## src/rtl/ehc_pkg.sv

```systemverilog
// ----------------------------------------------------------------------------
// ehc_pkg
// Shared types, constants and helpers of the Ethernet/IP header classifier.
// ----------------------------------------------------------------------------
package ehc_pkg;

	localparam int MAX_FRAME_BYTES = 2048;
	// Byte counter holds 0 .. MAX_FRAME_BYTES.
	localparam int CNT_W = $clog2(MAX_FRAME_BYTES + 1);
	// Header offsets may run past the frame by up to one maximal extension header.
	localparam int POS_W = ((CNT_W > 12) ? CNT_W : 12) + 1;

	localparam int CLASS_W = 3;
	localparam int L2_W    = 5;
	localparam int L3_W    = 12;

	typedef enum logic [2:0] {
		PH_ETH   = 3'd0,
		PH_VLAN  = 3'd1,
		PH_IP4   = 3'd2,
		PH_IP6   = 3'd3,
		PH_OTHER = 3'd4
	} phase_t;

	typedef enum logic [1:0] {
		EXT_NONE    = 2'd0,
		EXT_GENERIC = 2'd1,
		EXT_FRAG    = 2'd2,
		EXT_AH      = 2'd3
	} ext_kind_t;

	localparam logic [CLASS_W-1:0] CLS_UNKNOWN = 3'd0;
	localparam logic [CLASS_W-1:0] CLS_ARP     = 3'd1;
	localparam logic [CLASS_W-1:0] CLS_IP4_TCP = 3'd2;
	localparam logic [CLASS_W-1:0] CLS_IP4_UDP = 3'd3;
	localparam logic [CLASS_W-1:0] CLS_IP6_TCP = 3'd4;
	localparam logic [CLASS_W-1:0] CLS_IP6_UDP = 3'd5;
	localparam logic [CLASS_W-1:0] CLS_IP6_ICMP = 3'd6;

	localparam logic [15:0] ETYPE_IP4  = 16'h0800;
	localparam logic [15:0] ETYPE_ARP  = 16'h0806;
	localparam logic [15:0] ETYPE_VLAN = 16'h8100;
	localparam logic [15:0] ETYPE_IP6  = 16'h86DD;

	localparam logic [7:0] PROTO_HOPOPT   = 8'd0;
	localparam logic [7:0] PROTO_IPIP     = 8'd4;
	localparam logic [7:0] PROTO_TCP      = 8'd6;
	localparam logic [7:0] PROTO_UDP      = 8'd17;
	localparam logic [7:0] PROTO_IP6IP6   = 8'd41;
	localparam logic [7:0] PROTO_ROUTING  = 8'd43;
	localparam logic [7:0] PROTO_FRAGMENT = 8'd44;
	localparam logic [7:0] PROTO_AH       = 8'd51;
	localparam logic [7:0] PROTO_ICMP6    = 8'd58;
	localparam logic [7:0] PROTO_DSTOPTS  = 8'd60;
	localparam logic [7:0] PROTO_MOBILITY = 8'd135;
	localparam logic [7:0] PROTO_HIP      = 8'd139;
	localparam logic [7:0] PROTO_SHIM6    = 8'd140;

	localparam logic [7:0] IHL_MASK = 8'h0f;

	localparam logic [L2_W-1:0] ETH_HDR_LEN  = 5'd14;
	localparam logic [L2_W-1:0] VLAN_HDR_LEN = 5'd18;

	typedef struct packed {
		logic              dropped;
		logic [7:0]        final_proto;
		logic [L3_W-1:0]   l3_length;
		logic [L2_W-1:0]   l2_length;
		logic [CLASS_W-1:0] pkt_class;
	} result_t;

	function automatic ext_kind_t ext_kind(input logic [7:0] p);
		ext_kind_t k;
		k = EXT_NONE;
		if (p == PROTO_HOPOPT || p == PROTO_ROUTING || p == PROTO_DSTOPTS ||
		    p == PROTO_MOBILITY || p == PROTO_HIP || p == PROTO_SHIM6) begin
			k = EXT_GENERIC;
		end else if (p == PROTO_FRAGMENT) begin
			k = EXT_FRAG;
		end else if (p == PROTO_AH) begin
			k = EXT_AH;
		end
		return k;
	endfunction

endpackage

```

## src/rtl/ehc_parser.sv

```systemverilog
// ----------------------------------------------------------------------------
// ehc_parser
// Per-frame header state, updated once per accepted byte, with the
// classification of the frame worked out on its last byte.
// ----------------------------------------------------------------------------
module ehc_parser (
	input  logic              clk,
	input  logic              arst_n,
	input  logic              beat,
	input  logic [7:0]        data_byte,
	input  logic              last,
	input  logic              ipv6_enable,
	output logic              res_valid,
	output ehc_pkg::result_t  res
);
	import ehc_pkg::*;

	phase_t            phase_q, phase_d;
	logic [CNT_W-1:0]  count_q, count_d;
	logic [15:0]       ftype_q, ftype_d;
	logic [L2_W-1:0]   link_q, link_d;
	logic [POS_W-1:0]  nhe_q, nhe_d;
	logic [7:0]        proto_q, proto_d;
	logic [POS_W-1:0]  ehs_q, ehs_d;
	logic [7:0]        held_q, held_d;
	logic              known_q, known_d;

	logic [POS_W-1:0]  pos;
	logic [POS_W-1:0]  link_pos;
	logic [POS_W-1:0]  avail;
	logic [POS_W-1:0]  hdr;
	logic [POS_W-1:0]  rest;
	logic              do_dispatch;
	ext_kind_t         kind;

	always_comb begin
		phase_d     = phase_q;
		count_d     = count_q;
		ftype_d     = ftype_q;
		link_d      = link_q;
		nhe_d       = nhe_q;
		proto_d     = proto_q;
		ehs_d       = ehs_q;
		held_d      = held_q;
		known_d     = known_q;
		do_dispatch = 1'b0;
		kind        = EXT_NONE;
		pos         = POS_W'(count_q);
		link_pos    = POS_W'(link_q);
		avail       = '0;
		hdr         = '0;
		rest        = '0;
		res         = '0;
		res_valid   = 1'b0;

		if (beat) begin
			if (count_q < CNT_W'(MAX_FRAME_BYTES)) begin
				count_d = count_q + CNT_W'(1);
				unique case (phase_q)
					PH_ETH: begin
						if (pos == POS_W'(12)) begin
							ftype_d = {data_byte, 8'h00};
						end else if (pos == POS_W'(13)) begin
							ftype_d = {ftype_q[15:8], data_byte};
							if (ftype_d == ETYPE_VLAN) begin
								link_d  = VLAN_HDR_LEN;
								phase_d = PH_VLAN;
							end else begin
								link_d      = ETH_HDR_LEN;
								do_dispatch = 1'b1;
							end
						end
					end
					PH_VLAN: begin
						if (pos == POS_W'(16)) begin
							ftype_d = {data_byte, 8'h00};
						end else if (pos == POS_W'(17)) begin
							ftype_d     = {ftype_q[15:8], data_byte};
							do_dispatch = 1'b1;
						end
					end
					PH_IP4: begin
						if (pos == link_pos) begin
							nhe_d = link_pos + POS_W'({(data_byte & IHL_MASK), 2'b00});
						end else if (pos == link_pos + POS_W'(9)) begin
							proto_d = data_byte;
						end
					end
					PH_IP6: begin
						if (pos == link_pos + POS_W'(6)) begin
							proto_d = data_byte;
						end
						if (pos >= ehs_q) begin
							kind = ext_kind(proto_d);
							// The current extension header ends here: step to the next one.
							if (kind != EXT_NONE && known_q && pos == nhe_q) begin
								proto_d = held_q;
								ehs_d   = pos;
								known_d = 1'b0;
								kind    = ext_kind(proto_d);
							end
							if (kind != EXT_NONE) begin
								if (pos == ehs_d) begin
									held_d = data_byte;
									if (kind == EXT_FRAG) begin
										nhe_d   = pos + POS_W'(8);
										known_d = 1'b1;
									end
								end else if (pos == ehs_d + POS_W'(1) && kind != EXT_FRAG) begin
									if (kind == EXT_GENERIC) begin
										nhe_d = ehs_d + {(POS_W-3)'(data_byte) + (POS_W-3)'(1), 3'b000};
									end else begin
										nhe_d = ehs_d + {(POS_W-2)'(data_byte) + (POS_W-2)'(2), 2'b00};
									end
									known_d = 1'b1;
								end
							end
						end
					end
					default: begin
					end
				endcase

				if (do_dispatch) begin
					if (ftype_d == ETYPE_IP4) begin
						phase_d = PH_IP4;
					end else if (ftype_d == ETYPE_IP6 && ipv6_enable) begin
						phase_d = PH_IP6;
						ehs_d   = POS_W'(link_d) + POS_W'(40);
						known_d = 1'b0;
					end else begin
						phase_d = PH_OTHER;
					end
				end
			end

			if (last) begin
				res_valid = 1'b1;
				if (phase_d != PH_ETH && phase_d != PH_VLAN) begin
					res.l2_length = link_d;
					avail = POS_W'(count_d) - POS_W'(link_d);
					unique case (phase_d)
						PH_OTHER: begin
							if (ftype_d == ETYPE_ARP) begin
								res.pkt_class = CLS_ARP;
							end
						end
						PH_IP4: begin
							hdr  = nhe_d - POS_W'(link_d);
							rest = avail - hdr;
							if (avail >= POS_W'(20) && avail >= hdr) begin
								res.l3_length   = hdr[L3_W-1:0];
								res.final_proto = proto_d;
								if (proto_d == PROTO_TCP) begin
									res.pkt_class = (rest >= POS_W'(20)) ? CLS_IP4_TCP : CLS_UNKNOWN;
								end else if (proto_d == PROTO_UDP) begin
									res.pkt_class = (rest >= POS_W'(8)) ? CLS_IP4_UDP : CLS_UNKNOWN;
								end else if (proto_d != PROTO_IPIP) begin
									res.dropped = 1'b1;
								end
							end
						end
						default: begin
							// A chain still inside an extension header is cut at frame end.
							if (ext_kind(proto_d) != EXT_NONE) begin
								hdr = avail;
							end else begin
								hdr = ehs_d - POS_W'(link_d);
							end
							rest = avail - hdr;
							if (avail >= POS_W'(40)) begin
								res.l3_length   = hdr[L3_W-1:0];
								res.final_proto = proto_d;
								if (proto_d == PROTO_TCP) begin
									res.pkt_class = CLS_IP6_TCP;
								end else if (proto_d == PROTO_UDP) begin
									res.pkt_class = CLS_IP6_UDP;
								end else if (proto_d == PROTO_ICMP6) begin
									res.pkt_class = (rest >= POS_W'(8)) ? CLS_IP6_ICMP : CLS_UNKNOWN;
								end else if (proto_d != PROTO_IP6IP6) begin
									res.dropped = 1'b1;
								end
							end
						end
					endcase
				end

				phase_d = PH_ETH;
				count_d = '0;
				ftype_d = '0;
				link_d  = ETH_HDR_LEN;
				nhe_d   = '0;
				proto_d = '0;
				ehs_d   = '0;
				held_d  = '0;
				known_d = 1'b0;
			end
		end
	end

	always_ff @(posedge clk or negedge arst_n) begin
		if (!arst_n) begin
			phase_q <= PH_ETH;
			count_q <= '0;
			ftype_q <= '0;
			link_q  <= ETH_HDR_LEN;
			nhe_q   <= '0;
			proto_q <= '0;
			ehs_q   <= '0;
			held_q  <= '0;
			known_q <= 1'b0;
		end else begin
			phase_q <= phase_d;
			count_q <= count_d;
			ftype_q <= ftype_d;
			link_q  <= link_d;
			nhe_q   <= nhe_d;
			proto_q <= proto_d;
			ehs_q   <= ehs_d;
			held_q  <= held_d;
			known_q <= known_d;
		end
	end

endmodule

```

## src/rtl/ehc_out_reg.sv

```systemverilog
// ----------------------------------------------------------------------------
// ehc_out_reg
// Result register with one skid entry, so the input keeps flowing while a
// result waits for the sink.
// ----------------------------------------------------------------------------
module ehc_out_reg (
	input  logic              clk,
	input  logic              arst_n,
	input  logic              in_valid,
	input  ehc_pkg::result_t  in_res,
	output logic              room,
	output logic              out_valid,
	input  logic              out_ready,
	output ehc_pkg::result_t  out_res
);
	import ehc_pkg::*;

	logic    main_valid_q;
	result_t main_q;
	logic    skid_valid_q;
	result_t skid_q;

	assign room      = !skid_valid_q;
	assign out_valid = main_valid_q;
	assign out_res   = main_q;

	always_ff @(posedge clk or negedge arst_n) begin
		if (!arst_n) begin
			main_valid_q <= 1'b0;
			skid_valid_q <= 1'b0;
		end else begin
			if (!main_valid_q || out_ready) begin
				if (skid_valid_q) begin
					main_valid_q <= 1'b1;
					skid_valid_q <= 1'b0;
				end else begin
					main_valid_q <= in_valid;
				end
			end else if (in_valid) begin
				skid_valid_q <= 1'b1;
			end
		end
	end

	always_ff @(posedge clk) begin
		if (!main_valid_q || out_ready) begin
			main_q <= skid_valid_q ? skid_q : in_res;
		end else if (in_valid) begin
			skid_q <= in_res;
		end
	end

endmodule

```

## src/rtl/ethernet_ip_header_classifier.sv

```systemverilog
// ----------------------------------------------------------------------------
// ethernet_ip_header_classifier
// Byte-wide Ethernet/VLAN/IPv4/IPv6 header parser giving one classification
// beat per frame.
// ----------------------------------------------------------------------------
//  channel  dir  handshake               payload
//  s_*      in   s_tvalid / s_tready     s_tdata = data_byte, s_tlast = last
//  m_*      out  m_tvalid / m_tready     m_tdata = classification result
//  cfg_*    in   cfg_valid / cfg_ready   cfg_data = ipv6_enable
//
// One byte is taken every cycle while s_tready is high; the per-byte state
// update and, on the last byte, the classification are combinational ahead
// of the result register. A skid entry keeps s_tready high while one result
// is held up by m_tready low.
// After reset ipv6_enable is 1; no clearing pass is needed.
// ----------------------------------------------------------------------------
module ethernet_ip_header_classifier (
	input  logic        clk,
	input  logic        arst_n,
	input  logic        s_tvalid,
	output logic        s_tready,
	input  logic [7:0]  s_tdata,   // [7:0] data_byte
	input  logic        s_tlast,
	output logic        m_tvalid,
	input  logic        m_tready,
	// [2:0] pkt_class, [7:3] l2_length, [19:8] l3_length, [27:20] final_proto,
	// [28] dropped, [31:29] zero
	output logic [31:0] m_tdata,
	input  logic        cfg_valid,
	output logic        cfg_ready,
	input  logic        cfg_data   // [0] ipv6_enable
);
	import ehc_pkg::*;

	logic    ipv6_enable_q;
	logic    beat;
	logic    res_valid;
	result_t res;
	result_t out_res;

	assign cfg_ready = 1'b1;
	assign beat      = s_tvalid && s_tready;

	always_ff @(posedge clk or negedge arst_n) begin
		if (!arst_n) begin
			ipv6_enable_q <= 1'b1;
		end else if (cfg_valid) begin
			ipv6_enable_q <= cfg_data;
		end
	end

	ehc_parser u_parser (
		.clk         (clk),
		.arst_n      (arst_n),
		.beat        (beat),
		.data_byte   (s_tdata),
		.last        (s_tlast),
		.ipv6_enable (ipv6_enable_q),
		.res_valid   (res_valid),
		.res         (res)
	);

	ehc_out_reg u_out (
		.clk       (clk),
		.arst_n    (arst_n),
		.in_valid  (res_valid),
		.in_res    (res),
		.room      (s_tready),
		.out_valid (m_tvalid),
		.out_ready (m_tready),
		.out_res   (out_res)
	);

	assign m_tdata = {3'b000, out_res};

endmodule

```

## config.mk

```make
export PLATFORM = sky130hd
export DESIGN_NAME = ethernet_ip_header_classifier
export DESIGN_NICKNAME = d
export VERILOG_FILES = /design/src/rtl/ehc_pkg.sv /design/src/rtl/ehc_parser.sv /design/src/rtl/ehc_out_reg.sv /design/src/rtl/ethernet_ip_header_classifier.sv
export SDC_FILE = /design/constraint.sdc
export NUM_CORES = 1
export LEC_CHECK = 0
export ABC_AREA = 0
export BUFFER_PORTS_ARGS = -buffer_cell sky130_fd_sc_hd__buf_4
export CELL_PAD_IN_SITES_DETAIL_PLACEMENT = 0
export CELL_PAD_IN_SITES_GLOBAL_PLACEMENT = 1
export CORE_ASPECT_RATIO = 0.6
export CORE_MARGIN = 2
export CORE_UTILIZATION = 53
export DETAILED_ROUTE_END_ITERATION = 8
export PLACE_DENSITY_LB_ADDON = 0.08
export SLEW_MARGIN = 10
export SYNTH_ARGS = -nofsm -noshare
export SYNTH_HDL_FRONTEND = slang
export SYNTH_SLANG_ARGS = --single-unit
```

## constraint.sdc

```tcl
create_clock -name clk -period 25.8 [get_ports clk]
set_input_delay 2.58 -clock clk [delete_from_list [all_inputs] [get_ports clk]]
set_output_delay 2.58 -clock clk [all_outputs]
set_load 0.005 [all_outputs]
```

* Word level (Yosys, flattened, before mapping)
Cells that the tools add are included.
Word-level totals: flip-flop bits (word level) 140, logic and storage cells 291
Operators by class: $add $sub $neg 16, order comparisons 8, equal/unequal tests 49, mux-type cells 152, bitwise gates (word level) 1, reductions and logical operators 43
Operators with widths (count):
- 2-to-1 mux 13 bit | 28
- 2-to-1 mux 8 bit | 19
- 2-to-1 mux 29 bit | 4
- 2-to-1 mux 16 bit | 7
- == test 8 x 6 -> 1 bit, second input constant | 13
- == test 8 bit, second input constant | 9
- == test 12 x 13 -> 1 bit | 5
- 2-to-1 mux 3 bit | 18
- 2-to-1 mux 2 bit | 24
- 2-to-1 mux 5 bit | 9
- 2-to-1 mux 21 bit | 2
- one-hot mux 21 bit (2 select lines) | 1
- 2-to-1 mux 12 bit | 3
- == test 16 x 12 -> 1 bit, second input constant | 2
- == test 16 bit, second input constant | 2
- 2-to-1 mux 1 bit | 32
- one-hot mux 16 bit (2 select lines) | 1
- adder 13 bit | 2
- greater-or-equal comparator 13 x 4 -> 1 bit, second input constant | 2
- greater-or-equal comparator 13 x 5 -> 1 bit, second input constant | 2
- one-hot mux 13 bit (2 select lines) | 1
- subtractor 13 bit | 2
- subtractor 13 x 5 -> 13 bit | 2
- == test 12 x 4 -> 1 bit, second input constant | 2
- other kinds (41) | 77

* Logic depth before layout (Yosys ltp)
depth in word-level cells 54, gate-level depth with buffers 50

* Hierarchy
A second synthesis with hierarchy kept.
Unflattened totals: cells, all modules 1492, area, all modules 12977.4 sq um
Modules (own cells, without submodules):
- ehc_parser | instances 1, cells an instance 1384, area each 10711.5 sq um, seq. area each 1980.6 sq um
- ehc_out_reg | instances 1, cells an instance 99, area each 2180.8 sq um, seq. area each 1791.7 sq um
- ethernet_ip_header_classifier | instances 1, cells an instance 9, area each 85.1 sq um, seq. area each 26.3 sq um

* Least setup slack after synthesis
No wires, ideal clock.
kind in2reg, from input port s_tdata[3], to register u_out.main_q (netlist bit u_out.out_res[20]), data pin, library setup time 0.254 ns, arrival time 10.825 ns, required time 25.546 ns, slack 14.721 ns, stages 47, path through clkbuf_1 -> nor4bb_1 -> mux2i_1 -> nor4b_1 -> or3_4 -> nand3_1 -> buf_2 -> o21ai_0 -> ha_1 -> and2_1 -> clkbuf_1 -> o211ai_1 -> a2111oi_0 -> o2111a_1 -> nand2_1 -> a2111oi_2 -> nand3_1 -> buf_4 -> [11 not listed] -> a21o_1 -> inv_1 -> nand3_1 -> nor2_1 -> xnor2_1 -> ha_1 -> a21oi_1 -> nand2_1 -> nor3_1 -> o31ai_1 -> a21oi_1 -> nor2_1 -> o31a_1 -> nand4_1 -> and2_1 -> clkbuf_1 -> nor2_1 -> a21o_1
RTL lines:
- from (decl) | line ethernet_ip_header_classifier.sv:22 | input logic [7:0] s_tdata,
- to (signal assigned) | line ehc_out_reg.sv:47 | main_q <= skid_valid_q ? skid_q : in_res;
- to (decl) | line ehc_out_reg.sv:19 | result_t main_q;

==> qor.yml <==
outcome:
  status: "finished, final reports clean"
timing:
  period_needed_ns: 13.43
  setup_ws_ns: 12.37
  setup_violations: 0
  worst_pin_slew_ns: 1.24
  slew_headroom: 0.177
  maxSlewViolCount: 0
  skew_ns: 0.0188
  max_freq_ghz: 0.0745
  finalCritPeriodShare: 0.520
  hold_viol: 0
  rsz0062_at_grt: "no"
  setup_tns_ns: 0
  whs_ns: 0.501
grt:
  overflow: 0
  antenna_found_initial: 1
  grt_max_degree: 55
  use_met3: 0.147
  globalRouteMet1Util: 0.549
  track_usage: 0.367
  top_usage_layer: "met1"
  use_met2: 0.480
  grt_pass1_wl_um: 73800
  grt_pass1_vias: 11914
route:
  wl_per_cell_um: 25.2
  vias_per_cell: 6.77
  postRouteAntennaNets: 0
  drc: 0
  postRouteWirelength_um: 49100
  num_vias: 13203
  first_pass_iters: 7
  drt_iter0_drc: 1688
clocking:
  clk_latency_ns: 0.46
  cts_buffers: 17
  cts_buffer_depth: 2
  tritoncts: "yes"
  path_clk_slew_ns: 0.07
  hold_buffers: 0
  root_buffer: "clkbuf_16"
  cts.htree.levels: 4
  cts_resized: 0
  cts_sinks: 140
  post_cts_buffers: 0
synthesis:
  synth_seq_cells: 140
  synth_top_area_frac: 0.145
  synth_edf_count: 58
  synthesis.area_mm2: 0.0135
  yosysUniqueCellTypes: 92
  syn_inst: 1611
  yosysTopAreaCell: "dfrtp_1"
  avgSynthCellArea_um2: 8.37
  dominantRegCellSynth: "dfrtp_1"
  async_reset_ff_frac: 0.586
  synth_area_leaders: "dfrtp_1, edfxtp_1, ha_1"
  ys_seq_area_frac: 0.282
  yosysWarnings: 0
power_and_ir_drop:
  p_leak_nw: 6.32
  p_per_area_mw_per_mm2: 57.3
  power.total_w: 0.000841
  ir_drop_mv: 0.0452
floorplan:
  fp.dieArea_mm2: 0.0268
  row_count: 45
  fp.dieH_um: 128
  coreArea_mm2: 0.0251
  initial_core_util: 0.537
  pin_count: 50
  die_w_um: 210
worst_setup_path:
  critPathCaptureType: "register"
  cp_common_cell: "a21oi_1"
  cp.arrival_ns: 13.64
  cp-start-kind: "input pin"
  required_ns: 26.02
  path_max_fanout: 19
  slowest_delay_ns: 0.67
  worst-setup-path-type: "in2reg"
  rr_startpoint: "u_parser.count_q[8]"
  slowest_stage: "nor4b_1"
  cp-startpoint: "s_tdata[0]"
place:
  dp_hpwl_um: 37000
  place.gp.congestion: 0.984
  postPlaceCellArea_mm2: 0.0141
  post-place-ws_ns: 12.31
  io_buffers: 45
layout:
  design_area_mm2: 0.0147
  antenna_cells: 0
  drive_gt1_frac: 0.0981
  nets: 1715
  area_growth_pct: 8.77
min_path:
  min_path_type: "reg2reg"
  hold_path.startpoint: "u_parser.ftype_q[14]"
job:
  max_cap_viol_count: 0
## registers in the layout, indices dropped and copies added (netlist names), 3 cells and up
name / count
u_out.out_res: 29
u_out.skid_q: 29
u_parser.count_q: 12
u_parser.ehs_q: 13
u_parser.ftype_q: 16
u_parser.held_q: 8
u_parser.link_q: 5
u_parser.nhe_q: 13
u_parser.phase_q: 3
u_parser.proto_q: 8
## routing by layer
metal | vias to the layer above | routed length, µm
met3 | 77 | 6740
li1 | 6015 | -
met2 | 773 | 18700
met4 | 2 | 863
met5 | - | 13
met1 | 6336 | 22800
## cell type report
class / instances / area [µm²]
Fill cell: 2308 / 10400
Multi-Input combinational cell: 1317 / 9070
Sequential cell: 140 / 3800
Timing Repair Buffer: 75 / 563
Clock buffer: 17 / 425
Tap cell: 329 / 412
Inverter: 56 / 210
Clock inverter: 15 / 184
## cells in the final DEF, fill, tap and decap left out, types with 33 or more instances in the layout
master,Yosys,layout
ha_1,86,86
a21oi_1,79,79
dfrtp_1,78,78
nand2_1,171,171
edfxtp_1,58,58
o21ai_0,107,107
nand3_1,46,46
nand4_1,33,33
nor2_1,111,109
mux2i_1,35,35
a21o_1,43,43
inv_1,56,56
buf_4,7,75
xnor2_1,79,79
xor2_1,45,45
## cell usage after synthesis, types with 11 or more instances
master	number
nand2_1	171
nor2_1	111
o21ai_0	107
ha_1	86
a21oi_1	79
xnor2_1	79
dfrtp_1	78
clkbuf_1	77
edfxtp_1	58
inv_1	56
nand3_1	46
xor2_1	45
a21o_1	43
mux2i_1	35
nand4_1	33
nor3_1	32
nor4_1	29
a22o_1	26
o22ai_1	22
and2_1	20
a22oi_1	17
nor2b_1	16
a31oi_1	15
and3_1	15
a211oi_1	14
o221ai_1	14
nand2b_1	13
o211ai_1	13
o21bai_1	12
o31ai_1	12
or2_2	12
or3_1	12
buf_1	11
o21a_1	11
## cells by family (layout without fill, tap and decap cells)
kind of cell / after synthesis / count (layout) / share of synthesized area
buffers and inverters: 156 / 163 / 0.0468
AO/OA/AOI/OAI: 468 / 468 / 0.240
AND/OR/NAND/NOR: 584 / 584 / 0.226
XOR/XNOR: 124 / 124 / 0.0805
multiplexers: 44 / 44 / 0.0335
adder cells (fa/ha/maj): 93 / 93 / 0.0902
flip-flops: 140 / 140 / 0.282
other: 2 / 4 / 0.000557
## path summary, 6_finish.rpt
path,slack (ns),endpoint,cells after the start
setup / recovery,12.37,u_out.out_res[26],43
hold / removal,0.50,u_parser.ftype_q[14],1
setup reg to reg,13.21,u_out.out_res[26],43
hold reg to reg,0.50,u_parser.ftype_q[14],1
max in group asynchronous,22.65,u_parser.proto_q[2],2
min in group asynchronous,2.02,u_parser.ehs_q[5],1
## metrics by stage
| step | instances | utilization |
|---|---|---|
| final | 1949 | 0.584 |
| after global routing | 1949 | 0.584 |
| after CTS | 1949 | 0.584 |
| after detailed placement | 1917 | 0.560 |
| after global placement | 1917 | 0.560 |
| after floorplan | 1613 | - |
## where the power goes
part	switching (W)	internal, W	leakage (nW)
sequential	0.00000855	0.000240	1.71
combinational	0.000217	0.000117	4.31
clock	0.000126	0.000132	0.298
## worst max-delay path, delay by kind of cell
kind	cells	cell delay [ns]
xor gates and xnor gates	1	0.22
AOI/OAI and AO/OA	17	4.56
adders and majority gates	3	0.94
muxes	1	0.13
and+or+nand+nor	17	4.49
buffers and inverters	4	0.70
Power figures use the tool's default switching activity.
